<file path="config.mk">
export PLATFORM = sky130hd
export DESIGN_NAME = aligned_pow2_range_splitter_flat
export DESIGN_NICKNAME = d
export VERILOG_FILES = /design/src/apr_pkg.sv /design/src/apr_if.sv /design/src/aligned_pow2_range_splitter.sv /design/src/apr_front.sv /design/src/apr_queue.sv /design/src/apr_engine.sv /design/src/flat_wrapper.sv
export SDC_FILE = /design/constraint.sdc
export NUM_CORES = 1
export LEC_CHECK = 0
export BUFFER_PORTS_ARGS = -buffer_cell sky130_fd_sc_hd__buf_4
export CORE_MARGIN = 3
export CORE_UTILIZATION = 66
export DETAILED_ROUTE_END_ITERATION = 10
export GPL_ROUTABILITY_DRIVEN = 0
export PLACE_DENSITY = 0.87
export RECOVER_POWER = 50
export SETUP_SLACK_MARGIN = 0.1
export SLEW_MARGIN = 40
export SYNTH_ARGS = -nofsm -noshare
export SYNTH_HDL_FRONTEND = slang
export SYNTH_HIERARCHICAL = 1
export SYNTH_SLANG_ARGS = --single-unit
export TNS_END_PERCENT = 10
</file>
<file path="constraint.sdc">
create_clock -name clock -period 15.4 [get_ports clock]
set_clock_uncertainty 0.15 [all_clocks]
set_input_delay 1.54 -clock clock [delete_from_list [all_inputs] [get_ports clock]]
set_output_delay 1.54 -clock clock [all_outputs]
set_load 0.005 [all_outputs]
</file>
<file path="src/apr_pkg.sv">
// ----------------------------------------------------------------------------
// apr_pkg: shared types and constants of the aligned range splitter
// Field widths, default address width, queue depth and the queued-range type.
// ----------------------------------------------------------------------------
package apr_pkg;

   // Fixed payload widths of the channels
   localparam int FIELD_W  = 32;
   localparam int PREFIX_W = 6;

   // Default address width (2 to 32)
   localparam int ADDR_WIDTH_DEF = 32;

   // Entries in the queue between front and back
   localparam int QUEUE_DEPTH = 2;

   // One range waiting for the splitter engine
   typedef struct packed {
      logic [FIELD_W-1:0] start;
      logic [FIELD_W-1:0] length;
   } range_type;

endpackage

</file>
<file path="src/apr_if.sv">
// ----------------------------------------------------------------------------
// apr_req_if / apr_rsp_if: valid/ready channels of the range splitter
// Request carries one range; response carries one aligned block.
// ----------------------------------------------------------------------------
interface apr_req_if
   import apr_pkg::*;
();
   logic                valid;
   logic                ready;
   logic [FIELD_W-1:0]  range_start;
   logic [FIELD_W-1:0]  range_length;

   modport source (output valid, range_start, range_length, input ready);
   modport sink   (input valid, range_start, range_length, output ready);
endinterface

interface apr_rsp_if
   import apr_pkg::*;
();
   logic                valid;
   logic                ready;
   logic [FIELD_W-1:0]  block_start;
   logic [PREFIX_W-1:0] prefix_length;
   logic                is_last;

   modport source (output valid, block_start, prefix_length, is_last, input ready);
   modport sink   (input valid, block_start, prefix_length, is_last, output ready);
endinterface

</file>
<file path="src/aligned_pow2_range_splitter.sv">
// A request is written to the queue, loaded into the engine range registers
//   and split into the response stage, one block per cycle while rsp is ready;
//   the next range loads only after the last block of the current one, and a
//   range yields at most 2*ADDR_WIDTH-1 blocks (63 at 32 bits).
// Reset: synchronous, clears queue pointers and valid flags; no clearing pass.
// ----------------------------------------------------------------------------
// aligned_pow2_range_splitter: split an address range into aligned blocks
// Intake and queue decouple request transfers from the block generator.
// ----------------------------------------------------------------------------
module aligned_pow2_range_splitter
   import apr_pkg::*;
#(
   parameter int ADDR_WIDTH = ADDR_WIDTH_DEF
) (
   input  logic       clock,
   input  logic       reset,
   apr_req_if.sink    req_if,
   apr_rsp_if.source  rsp_if
);

   logic       q_full;
   logic       q_push;
   logic       q_pop;
   logic       q_not_empty;
   range_type  q_in;
   range_type  q_head;

   apr_front #(
      .ADDR_WIDTH (ADDR_WIDTH)
   ) u_front (
      .req_if (req_if),
      .q_full (q_full),
      .q_push (q_push),
      .q_data (q_in)
   );

   apr_queue u_queue (
      .clock     (clock),
      .reset     (reset),
      .push      (q_push),
      .push_data (q_in),
      .pop       (q_pop),
      .full      (q_full),
      .not_empty (q_not_empty),
      .head      (q_head)
   );

   apr_engine #(
      .ADDR_WIDTH (ADDR_WIDTH)
   ) u_engine (
      .clock       (clock),
      .reset       (reset),
      .q_not_empty (q_not_empty),
      .q_head      (q_head),
      .q_pop       (q_pop),
      .rsp_if      (rsp_if)
   );

endmodule

</file>
<file path="src/apr_front.sv">
// ----------------------------------------------------------------------------
// apr_front: request intake
// Masks the range to the address width, drops empty ranges and pushes the
// rest into the queue.
// ----------------------------------------------------------------------------
module apr_front
   import apr_pkg::*;
#(
   parameter int ADDR_WIDTH = ADDR_WIDTH_DEF
) (
   apr_req_if.sink    req_if,
   input  logic       q_full,
   output logic       q_push,
   output range_type  q_data
);

   localparam logic [FIELD_W-1:0] ADDR_MASK =
      FIELD_W'((64'd1 << ADDR_WIDTH) - 64'd1);

   // Accept whenever the queue has room; empty ranges are consumed silently
   always_comb begin
      req_if.ready  = !q_full;
      q_data.start  = req_if.range_start & ADDR_MASK;
      q_data.length = req_if.range_length & ADDR_MASK;
      q_push        = req_if.valid && !q_full && (q_data.length != '0);
   end

endmodule

</file>
<file path="src/apr_queue.sv">
// ----------------------------------------------------------------------------
// apr_queue: short FIFO between intake and splitter engine
// Lets the intake keep taking ranges while the engine works on a long one.
// ----------------------------------------------------------------------------
module apr_queue
   import apr_pkg::*;
(
   input  logic       clock,
   input  logic       reset,
   input  logic       push,
   input  range_type  push_data,
   input  logic       pop,
   output logic       full,
   output logic       not_empty,
   output range_type  head
);

   localparam int PTR_W = (QUEUE_DEPTH > 1) ? $clog2(QUEUE_DEPTH) : 1;
   localparam int CNT_W = $clog2(QUEUE_DEPTH + 1);

   range_type          entry_ff [QUEUE_DEPTH];
   logic [PTR_W-1:0]   wr_ptr_ff, wr_ptr_in;
   logic [PTR_W-1:0]   rd_ptr_ff, rd_ptr_in;
   logic [CNT_W-1:0]   count_ff, count_in;

   assign full      = (count_ff == CNT_W'(QUEUE_DEPTH));
   assign not_empty = (count_ff != '0);
   assign head      = entry_ff[rd_ptr_ff];

   // Pointer and fill count update
   always_comb begin
      wr_ptr_in = wr_ptr_ff;
      rd_ptr_in = rd_ptr_ff;
      count_in  = count_ff;
      if (push) begin
         wr_ptr_in = (wr_ptr_ff == PTR_W'(QUEUE_DEPTH - 1)) ? '0 : wr_ptr_ff + 1'b1;
      end
      if (pop) begin
         rd_ptr_in = (rd_ptr_ff == PTR_W'(QUEUE_DEPTH - 1)) ? '0 : rd_ptr_ff + 1'b1;
      end
      if (push && !pop) begin
         count_in = count_ff + 1'b1;
      end else if (pop && !push) begin
         count_in = count_ff - 1'b1;
      end
   end

   always_ff @(posedge clock) begin
      if (reset) begin
         wr_ptr_ff <= '0;
         rd_ptr_ff <= '0;
         count_ff  <= '0;
      end else begin
         wr_ptr_ff <= wr_ptr_in;
         rd_ptr_ff <= rd_ptr_in;
         count_ff  <= count_in;
      end
   end

   // Entry storage
   always_ff @(posedge clock) begin
      if (push) begin
         entry_ff[wr_ptr_ff] <= push_data;
      end
   end

endmodule

</file>
<file path="src/apr_engine.sv">
// ----------------------------------------------------------------------------
// apr_engine: aligned block generator
// Emits one aligned power-of-two block per cycle from the current range
// into a registered response stage, while that stage is free or being taken.
// ----------------------------------------------------------------------------
module apr_engine
   import apr_pkg::*;
#(
   parameter int ADDR_WIDTH = ADDR_WIDTH_DEF
) (
   input  logic       clock,
   input  logic       reset,
   input  logic       q_not_empty,
   input  range_type  q_head,
   output logic       q_pop,
   apr_rsp_if.source  rsp_if
);

   localparam int IDX_W = (ADDR_WIDTH > 1) ? $clog2(ADDR_WIDTH) : 1;

   logic                   busy_ff, busy_in;
   logic [ADDR_WIDTH-1:0]  start_ff, start_in;
   logic [ADDR_WIDTH-1:0]  rem_ff, rem_in;
   logic                   out_valid_ff, out_valid_in;
   logic [ADDR_WIDTH-1:0]  out_start_ff;
   logic [PREFIX_W-1:0]    out_prefix_ff;
   logic                   out_last_ff;

   logic [IDX_W-1:0]       top_idx;
   logic [IDX_W-1:0]       low_idx;
   logic [IDX_W-1:0]       pow;
   logic [ADDR_WIDTH-1:0]  size;
   logic [ADDR_WIDTH-1:0]  rem_next;
   logic                   step;
   logic                   load;

   // Highest set bit of the remaining length, lowest set bit of the start
   always_comb begin
      top_idx = '0;
      for (int i = 0; i < ADDR_WIDTH; i++) begin
         if (rem_ff[i]) begin
            top_idx = IDX_W'(i);
         end
      end
      low_idx = '0;
      for (int i = ADDR_WIDTH - 1; i >= 0; i--) begin
         if (start_ff[i]) begin
            low_idx = IDX_W'(i);
         end
      end
   end

   // Block size: smaller of alignment and length bound (zero start is fully aligned)
   always_comb begin
      pow      = ((start_ff == '0) || (top_idx < low_idx)) ? top_idx : low_idx;
      size     = {{(ADDR_WIDTH-1){1'b0}}, 1'b1} << pow;
      rem_next = rem_ff - size;
   end

   // Control: step when output stage is free, load next range when idle
   always_comb begin
      step    = busy_ff && (!out_valid_ff || rsp_if.ready);
      load    = !busy_ff && q_not_empty;
      q_pop   = load;
      busy_in = busy_ff;
      start_in = start_ff;
      rem_in   = rem_ff;
      if (load) begin
         busy_in  = 1'b1;
         start_in = q_head.start[ADDR_WIDTH-1:0];
         rem_in   = q_head.length[ADDR_WIDTH-1:0];
      end else if (step) begin
         busy_in  = (rem_next != '0);
         start_in = start_ff + size;
         rem_in   = rem_next;
      end
      out_valid_in = out_valid_ff;
      if (step) begin
         out_valid_in = 1'b1;
      end else if (rsp_if.ready) begin
         out_valid_in = 1'b0;
      end
   end

   always_ff @(posedge clock) begin
      if (reset) begin
         busy_ff      <= 1'b0;
         out_valid_ff <= 1'b0;
      end else begin
         busy_ff      <= busy_in;
         out_valid_ff <= out_valid_in;
      end
   end

   // Range and response payload registers
   always_ff @(posedge clock) begin
      start_ff <= start_in;
      rem_ff   <= rem_in;
      if (step) begin
         out_start_ff  <= start_ff;
         out_prefix_ff <= PREFIX_W'(ADDR_WIDTH) - PREFIX_W'(pow);
         out_last_ff   <= (rem_next == '0);
      end
   end

   assign rsp_if.valid         = out_valid_ff;
   assign rsp_if.block_start   = FIELD_W'(out_start_ff);
   assign rsp_if.prefix_length = out_prefix_ff;
   assign rsp_if.is_last       = out_last_ff;

endmodule

</file>
<file path="src/flat_wrapper.sv">
// flat-port wrapper written by rule: the top's interface ports become plain ports
module aligned_pow2_range_splitter_flat import apr_pkg::*;
#(
   parameter int ADDR_WIDTH = ADDR_WIDTH_DEF
)
  (clock, reset, req_if_valid, req_if_range_start, req_if_range_length, req_if_ready, rsp_if_valid, rsp_if_block_start, rsp_if_prefix_length, rsp_if_is_last, rsp_if_ready);
  apr_req_if req_if_i ();
  apr_rsp_if rsp_if_i ();
  input  logic clock;
  input  logic reset;
  input wire logic [$bits(req_if_i.valid)-1:0] req_if_valid;
  input wire logic [$bits(req_if_i.range_start)-1:0] req_if_range_start;
  input wire logic [$bits(req_if_i.range_length)-1:0] req_if_range_length;
  output wire logic [$bits(req_if_i.ready)-1:0] req_if_ready;
  output wire logic [$bits(rsp_if_i.valid)-1:0] rsp_if_valid;
  output wire logic [$bits(rsp_if_i.block_start)-1:0] rsp_if_block_start;
  output wire logic [$bits(rsp_if_i.prefix_length)-1:0] rsp_if_prefix_length;
  output wire logic [$bits(rsp_if_i.is_last)-1:0] rsp_if_is_last;
  input wire logic [$bits(rsp_if_i.ready)-1:0] rsp_if_ready;
  assign req_if_i.valid = req_if_valid;
  assign req_if_i.range_start = req_if_range_start;
  assign req_if_i.range_length = req_if_range_length;
  assign req_if_ready = req_if_i.ready;
  assign rsp_if_valid = rsp_if_i.valid;
  assign rsp_if_block_start = rsp_if_i.block_start;
  assign rsp_if_prefix_length = rsp_if_i.prefix_length;
  assign rsp_if_is_last = rsp_if_i.is_last;
  assign rsp_if_i.ready = rsp_if_ready;
  aligned_pow2_range_splitter #(.ADDR_WIDTH(ADDR_WIDTH)) u_core (.clock(clock), .reset(reset), .req_if(req_if_i), .rsp_if(rsp_if_i));
endmodule
</file>
==> results of run 1 <==
logic make-up after synthesis:
family,count (synthesis),synth area share [%]
fa+ha+maj,75,6.863
buf+inv,156,6.305
xor+xnor,52,3.377
compound gates,293,13.74
flops,238,50.94
simple gates,381,13.19
mux,69,5.575
final cells by class:
| class | instances | area share (%) |
|---|---|---|
| Tap cell | 270 | 2.252 |
| Timing Repair Buffer | 117 | 4.780 |
| Clock inverter | 7 | 0.4087 |
| Sequential cell | 238 | 47.19 |
| Inverter | 64 | 1.602 |
| Clock buffer | 30 | 4.079 |
| Multi-Input combinational cell | 870 | 39.69 |
worst max-delay path, delay by kind of cell, from the launching register on:
family | cells | cell delay [ns]
AO/OA/AOI/OAI | 19 | 4.90
flip-flops | 1 | 0.44
AND/OR/NAND/NOR | 5 | 1.25
adder cells (fa/ha/maj) | 3 | 0.88
buffers and inverters | 3 | 0.24
XOR/XNOR | 1 | 0.37
power by group through the flow:
stage                     Clock, mW  Sequential (mW)  Combinational, mW
after CTS                     0.527             1.20               1.57
after detailed placement          0             1.21               1.56
after global routing          0.556             1.24               1.76
final                         0.518             1.22               1.60
after global placement            0             1.20               1.50
after floorplan                   0             1.16               1.16
worst max path at each step:
stage	start	end	cells past startpoint
floorplan	u_core/u_engine/rem_ff[5]$_DFFE_PP_	u_core/u_engine/rsp_if.is_last$_DFFE_PP_	30
global placement	u_core/u_engine/start_ff[28]$_DFFE_PP_	u_core/u_engine/rsp_if.is_last$_DFFE_PP_	29
detailed placement	u_core/u_engine/start_ff[29]$_DFFE_PP_	u_core/u_engine/rsp_if.is_last$_DFFE_PP_	29
CTS	u_core/u_engine/start_ff[29]$_DFFE_PP_	u_core/u_engine/rsp_if.is_last$_DFFE_PP_	29
global route	u_core/u_engine/rem_ff[5]$_DFFE_PP_	u_core/u_engine/rsp_if.is_last$_DFFE_PP_	31
finish	u_core/u_engine/rem_ff[5]$_DFFE_PP_	u_core/u_engine/rsp_if.is_last$_DFFE_PP_	31
metrics by stage:
step	hold slack, ns	setup WS (ns)	power (mW)	util, %
detailed placement	0.3560	7.118	2.770	70.90
global route	0.3990	6.519	3.553	73.42
finish	0.3674	6.944	3.344	73.42
floorplan	0.3029	8.658	2.322	-
CTS	0.3644	7.045	3.302	74.20
global placement	0.3317	7.477	2.703	70.90
cells in the mapped netlist (7+ instances only):
master and number:
edfxtp_1 231, nand2_1 121, nor2_1 91, ha_1 73
o21ai_0 73, a21oi_1 68, mux2_2 67, buf_4 65
inv_1 63, nor4_1 29, xnor2_1 28, nand3_1 27
a21o_1 24, xor2_1 23, nor3_1 21, and3_1 18
o21a_1 17, a211oi_1 16, clkbuf_1 16, nand2b_1 15
a31oi_1 14, o31ai_1 14, and2_1 12, o21bai_1 12
nor2b_1 11, nand4_1 9, o211ai_1 9, a2111oi_0 8
dfxtp_1 7
metal layers:
layer | up-vias | routed length [um] | global-route usage (%)
met3 | 87 | 2610 | 3.232
met2 | 530 | 15010 | 46.33
li1 | 4761 | - | -
met5 | - | 0 | 0
met1 | 4819 | 12910 | 38.23
met4 | 0 | 1260 | 9.519
flip-flops by register name, summed over array words and instances (netlist names), named ones only:
signal,flops
u_core/u_queue/entry_ff,128
u_core/u_engine/rsp_if.valid,1
u_core/u_engine/rem_ff,32
u_core/u_engine/rsp_if.is_last,1
u_core/u_queue/rd_ptr_ff,1
u_core/u_engine/start_ff,32
u_core/u_engine/rsp_if.prefix_length,6
u_core/u_engine/busy_ff,1
u_core/u_queue/wr_ptr_ff,1
u_core/u_engine/rsp_if.block_start,32
u_core/u_queue/count_ff,2
==> summary.txt, run 1 <==
Critical path
  – Worst Reg2Reg Path Length in Cells: 31
  – FF-to-FF Start: u_core/u_engine/rem_ff[5]$_DFFE_PP_
  – Worst-path fanout max: 6
  – Worst path slowest cell: a2111oi_0
  – Worst path max stage delay: 0.69 ns
  – Arrival @ worst endpoint: 8.62 ns
  – Critical Path RT: 15.56 ns
  – R2r setup slk: 6.94 ns
  – Crit Path Class: reg -> reg
  – Type of origin of the critical path: register
  – Reg-to-reg endpoint: u_core/u_engine/rsp_if.is_last$_DFFE_PP_
  – Worst setup EP type: register

Power
  – Power Internal: 1.970 mW
  – Worst VDD drop: 0.1990 mV
  – Part of the power in registers: 36.6%
  – Sw frac: 41.09%
  – Pwr dens: 222.9 nW/um^2
  – Logic pwr share: 48.0%
  – Leak: 5.640 nW
  – P_sw: 1.374 mW
  – Clk network pwr share: 15.5%

Logic synthesis
  – Ys Warns: 6
  – Post-synth top area share: 49.93%
  – Area contributors post-synth: edfxtp_1 (50%), ha_1 (6.6%), mux2_2 (5.4%), buf_4 (3.5%), nand2_1 (3.3%)
  – Yosys top cell by area: edfxtp_1
  – Post-synth EDFFs: 231
  – Synthesized flop and latch total: 238
  – Syn_area_per_cell: 10.99 um^2
  – Mapped cell area: 13890 um^2
  – Post-Syn Nets: 1407
  – Sequential area share after synthesis: 50.94%
  – Synth Flop Type: edfxtp_1
  – Unique cell type count in the Yosys netlist: 69
  – Async set-or-reset flop fraction in the synthesized netlist: 0%
  – Synth Instances: 1264

Clock network
  – Post_cts resized: 0
  – Clock transition at path regs: 0.06 ns
  – Clock Root Buffer: clkbuf_16
  – CTS H-Tree Depth: 1
  – # clock sinks: 238
  – Setup Fix Bufs, Post-CTS: 0
  – Longest Clk Path Bufs: 3
  – Hold buffer count at cts: 0
  – Clock Latency Late Sink: 0.52 ns
  – CTS Buf Count: 23
  – CTS tree: done

Run
  – Maxcap violations: 3

Global route
  – Pin count of the biggest net entering global routing: 65
  – Total global-route track usage: 27.79%
  – GRT overflow: 0
  – First-pass GRT wire length: 50090 um
  – Vias in the first global route: 9717
  – Initial antenna violation count: 0

Cells and area
  – Layout Cells excl Fill: 1596
  – Ant diodes: 0
  – Share of layout cells above drive strength 1: 14.03%
  – Register area: 7078 um^2
  – FILL cells: 1476
  – Final instance area: 15000 um^2
  – Net count, final: 1457
  – Footprint of the multi-input gates: 5953 um^2
  – Area Growth Syn to Fin: 7.971%
  – Most common cell after layout, fill and taps aside: edfxtp_1
  – Most frequent cells in the layout: edfxtp_1 (231), nand2_1 (120), nor2_1 (91), o21ai_0 (73), ha_1 (73)

Hold path
  – Min-Delay Endpoint: u_core/u_queue/count_ff[1]$_SDFFE_PP0P_
  – Hold path cells: 2
  – HP Start: u_core/u_queue/count_ff[1]$_SDFFE_PP0P_
  – HP Class: reg -> reg

Floorplan
  – I/O Pins: 109
  – Core area: 20430 um^2
  – # rows: 52
  – Initial Util: 68.00%
  – Die Footprint: 22830 um^2
  – Height of the chip: 151.1 um
  – Die W: 151.1 um

STA
  – Slew @ Worst Pin: 3.789 ns
  – Setup TNS: 0 ns
  – Pins Over Slew Limit: 150
  – RSZ-0062 raised after global routing: false
  – Final Cycle Share: 54.91%
  – Fmax: 118.3 MHz
  – Final min period: 8.456 ns
  – Max-slew headroom: -152.6%
  – Final hold viol count: 0
  – Setup Viol. Count Final: 0

Routing
  – First-pass DRT Iterations: 5
  – DRC errors left: 0
  – Routed len/inst: 19.91 um
  – Post-DR vias/cell: 6.389
  – ANT nets after route: 0
  – Detailed Route WL: 31780 um
  – Vias: 10.20k
  – DRT iter0 DRCs: 1103

Status
  – Failing checks: capacitance limit, slew limit
  – Status: finished, violations left

Placement
  – Placed inst area: 14490 um^2
  – Post-Place Cells: 1559
  – # port buffers: 108
  – Post-DP HPWL: 22670 um
Power figures use the tool's default switching activity.
==> run 2, diff against run 1 <==
Settings changed: CORE_UTILIZATION 66 to 61, PLACE_DENSITY 0.87 to 0.81.
Clock period 15.4 ns to 8.7 ns, I/O delays scaled along.
==> summary.txt, run 2 (same netlist as run 1, synthesis figures left out) <==
STA
  – Final hold viol count: 0 (unchanged)
  – Final min period: 8.140 ns (-0.3164 ns)
  – Worst setup margin: 0.5603 ns (-6.384 ns)
  – Setup TNS: 0 ns (unchanged)
  – Max-slew headroom: -151.3% (+1.4 points)
  – Setup Viol. Count Final: 0 (unchanged)
  – Pins Over Slew Limit: 237 (+58%)
  – Final Cycle Share: 93.56% (+39 points)
  – Worst hold slack: 0.3513 ns (-0.01615 ns)
  – Slew @ Worst Pin: 3.769 ns (-0.02048 ns)
  – RSZ-0062 raised after global routing: false
  – Fmax: 122.9 MHz (+3.9%)

Floorplan
  – I/O Pins: 109 (unchanged)
  – Core area: 22090 um^2 (+8.1%)
  – Initial Util: 62.88% (-5.1 points)
  – Height of the chip: 156.9 um (+3.9%)
  – Die W: 156.9 um (+3.9%)
  – Die Footprint: 24620 um^2 (+7.9%)
  – # rows: 54 (+3.8%)

Power
  – Power Internal: 3.557 mW (+81%)
  – Worst VDD drop: 0.2324 mV (+17%)
  – Pwr dens: 399.5 nW/um^2 (+79%)
  – Leak: 5.661 nW (+0.38%)
  – Sw frac: 41.12% (about the same)
  – Part of the power in registers: 36.3% (-0.3 points)
  – P_sw: 2.484 mW (+81%)
  – Logic pwr share: 46.9% (-1.1 points)
  – Clk network pwr share: 16.8% (+1.3 points)

Cells and area
  – Net count, final: 1461 (+0.27%)
  – Register area: 7078 um^2 (unchanged)
  – Largest Register: u_core/u_queue/entry_ff
  – Layout Cells excl Fill: 1616 (+1.3%)
  – Most frequent cells in the layout: edfxtp_1 (231), nand2_1 (120), nor2_1 (91), o21ai_0 (73), ha_1 (73)
  – Most common cell after layout, fill and taps aside: edfxtp_1
  – Ant diodes: 0 (unchanged)
  – FILL cells: 1674 (+13%)
  – Area Growth Syn to Fin: 8.835%
  – Footprint of the multi-input gates: 5958 um^2 (about the same)
  – Share of layout cells above drive strength 1: 14.30% (+0.27 points)
  – Max reg flops: 128 (unchanged)

Clock network
  – CTS H-Tree Depth: 1 (unchanged)
  – Longest Clk Path Bufs: 3 (unchanged)
  – Clock Latency Late Sink: 0.53 ns (about the same)
  – Clock Root Buffer: clkbuf_16
  – # clock sinks: 238 (unchanged)
  – Clock transition at path regs: 0.06 ns (about the same)
  – CTS Buf Count: 25 (+8.7%)
  – CTS tree: done
  – Setup Fix Bufs, Post-CTS: 0 (unchanged)

Global route
  – Total global-route track usage: 25.68% (-2.1 points)
  – Initial antenna violation count: 0 (unchanged)
  – Pin count of the biggest net entering global routing: 88 (+35%)
  – Vias in the first global route: 9597 (-1.2%)
  – First-pass GRT wire length: 50270 um (+0.36%)
  – GRT overflow: 0 (unchanged)

Critical path
  – Largest delay share family, worst path: compound AO/OA/AOI/OAI gates
  – Crit Path Class: reg -> reg
  – Worst path slowest cell: a2111oi_0
  – CP dominant cell by count: a21oi_1
  – Worst path max stage delay: 0.56 ns (-0.13 ns)
  – Arrival @ worst endpoint: 8.09 ns (-0.53 ns)
  – Worst setup EP type: register
  – Type of origin of the critical path: register
  – Critical Path RT: 8.65 ns (-6.91 ns)
  – Worst-path fanout max: 15 (+9)
  – WP buf/inv: 1 (-2)

Placement
  – Post-DP HPWL: 23180 um (+2.2%)
  – Post-Place Cells: 1571 (+0.77%)
  – DP Worst Slack: 0.7732 ns (-6.345 ns)
  – # port buffers: 108 (unchanged)

Routing
  – DRC errors left: 0 (unchanged)
  – Vias: 10.16k (-0.32%)
  – Detailed Route WL: 32460 um (+2.1%)
  – First-pass DRT Iterations: 6 (+1)
  – ANT nets after route: 0 (unchanged)
  – DRT iter0 DRCs: 1062 (-3.7%)
  – Post-DR vias/cell: 6.290 (-1.6%)
  – Routed len/inst: 20.08 um (+0.86%)

Run
  – Maxcap violations: 4 (+1)

Hold path
  – HP Class: reg -> reg

Status
  – Status: finished, violations left
  – Failing checks: capacitance limit, slew limit
==> run 2: changes by cell type in the layout (fill, tap and decap cells not counted), sizes merged <==
cell / delta
buf: -39
clkbuf: +39
clkinv: +6
clkinvlp: +3
bufinv: +1
==> run 2: power by group through the flow <==
stage	sequential, mW	clock, mW	combinational (mW)
2_1_floorplan	2.05	0	2.06
4_1_cts	2.16	1.04	2.77
3_3_place_gp	2.16	0	2.68
6_report	2.19	1.02	2.83
3_5_place_dp	2.18	0	2.74
5_1_grt	2.22	1.09	3.09
==> run 2: per-layer routing <==
metal,up-vias,GRT usage (%),part of all wire (%)
li1,4762,-,-
met1,4805,37.35,42
met2,530,39.68,45
met3,67,5.252,10
met4,0,7.003,2.3
met5,-,0,0
==> run 2: layout make-up <==
| cell class | count | share of cell area (%) |
|---|---|---|
| clock buffer | 28 | 4.212 |
| clock inverter | 17 | 0.9434 |
| inverter | 64 | 1.589 |
| multi-input combinational | 870 | 39.41 |
| sequential | 238 | 46.81 |
| tap | 280 | 2.317 |
| timing repair buffer | 119 | 4.717 |
==> run 2: timing repair <==
item | in CTS | in global routing
resized for setup | 0 | 2
hold buffers | 0 | 0
endpoints found under the setup margin | 0 | 1
endpoints found under the hold margin | 0 | 0
==> run 2: worst paths after layout <==
kind                                                 from                                 endpoint  slack [ns]  depth (start not counted)
setup / recovery   u_core/u_engine/start_ff[29]$_DFFE_PP_     u_core/u_engine/rem_ff[30]$_DFFE_PP_        0.56                         29
hold / removal    u_core/u_queue/count_ff[1]$_SDFFE_PP0P_  u_core/u_queue/count_ff[1]$_SDFFE_PP0P_        0.35                          2
setup reg to reg   u_core/u_engine/start_ff[29]$_DFFE_PP_     u_core/u_engine/rem_ff[30]$_DFFE_PP_        0.56                         29
hold reg to reg   u_core/u_queue/count_ff[1]$_SDFFE_PP0P_  u_core/u_queue/count_ff[1]$_SDFFE_PP0P_        0.35                          2
==> run 2: worst register-to-register path, delay by kind of cell, from the launching register on <==
family	cells	cell delay, ns
AOI/OAI and AO/OA	20	4.92
and+or+nand+nor	4	0.95
adders and majority gates	3	0.83
DFF	1	0.47
xor gates and xnor gates	1	0.33
buffers and inverters	1	0.06
==> run 2: per-stage QoR <==
stage                     util [%]  power (mW)  cell area [um^2]
after detailed placement     65.69       4.922             14510
after global placement       65.69       4.843             14510
final                        68.43       6.040             15120
after global routing         68.43       6.404             15120
after floorplan                  -       4.111             13890
after CTS                    69.22       5.968             15290
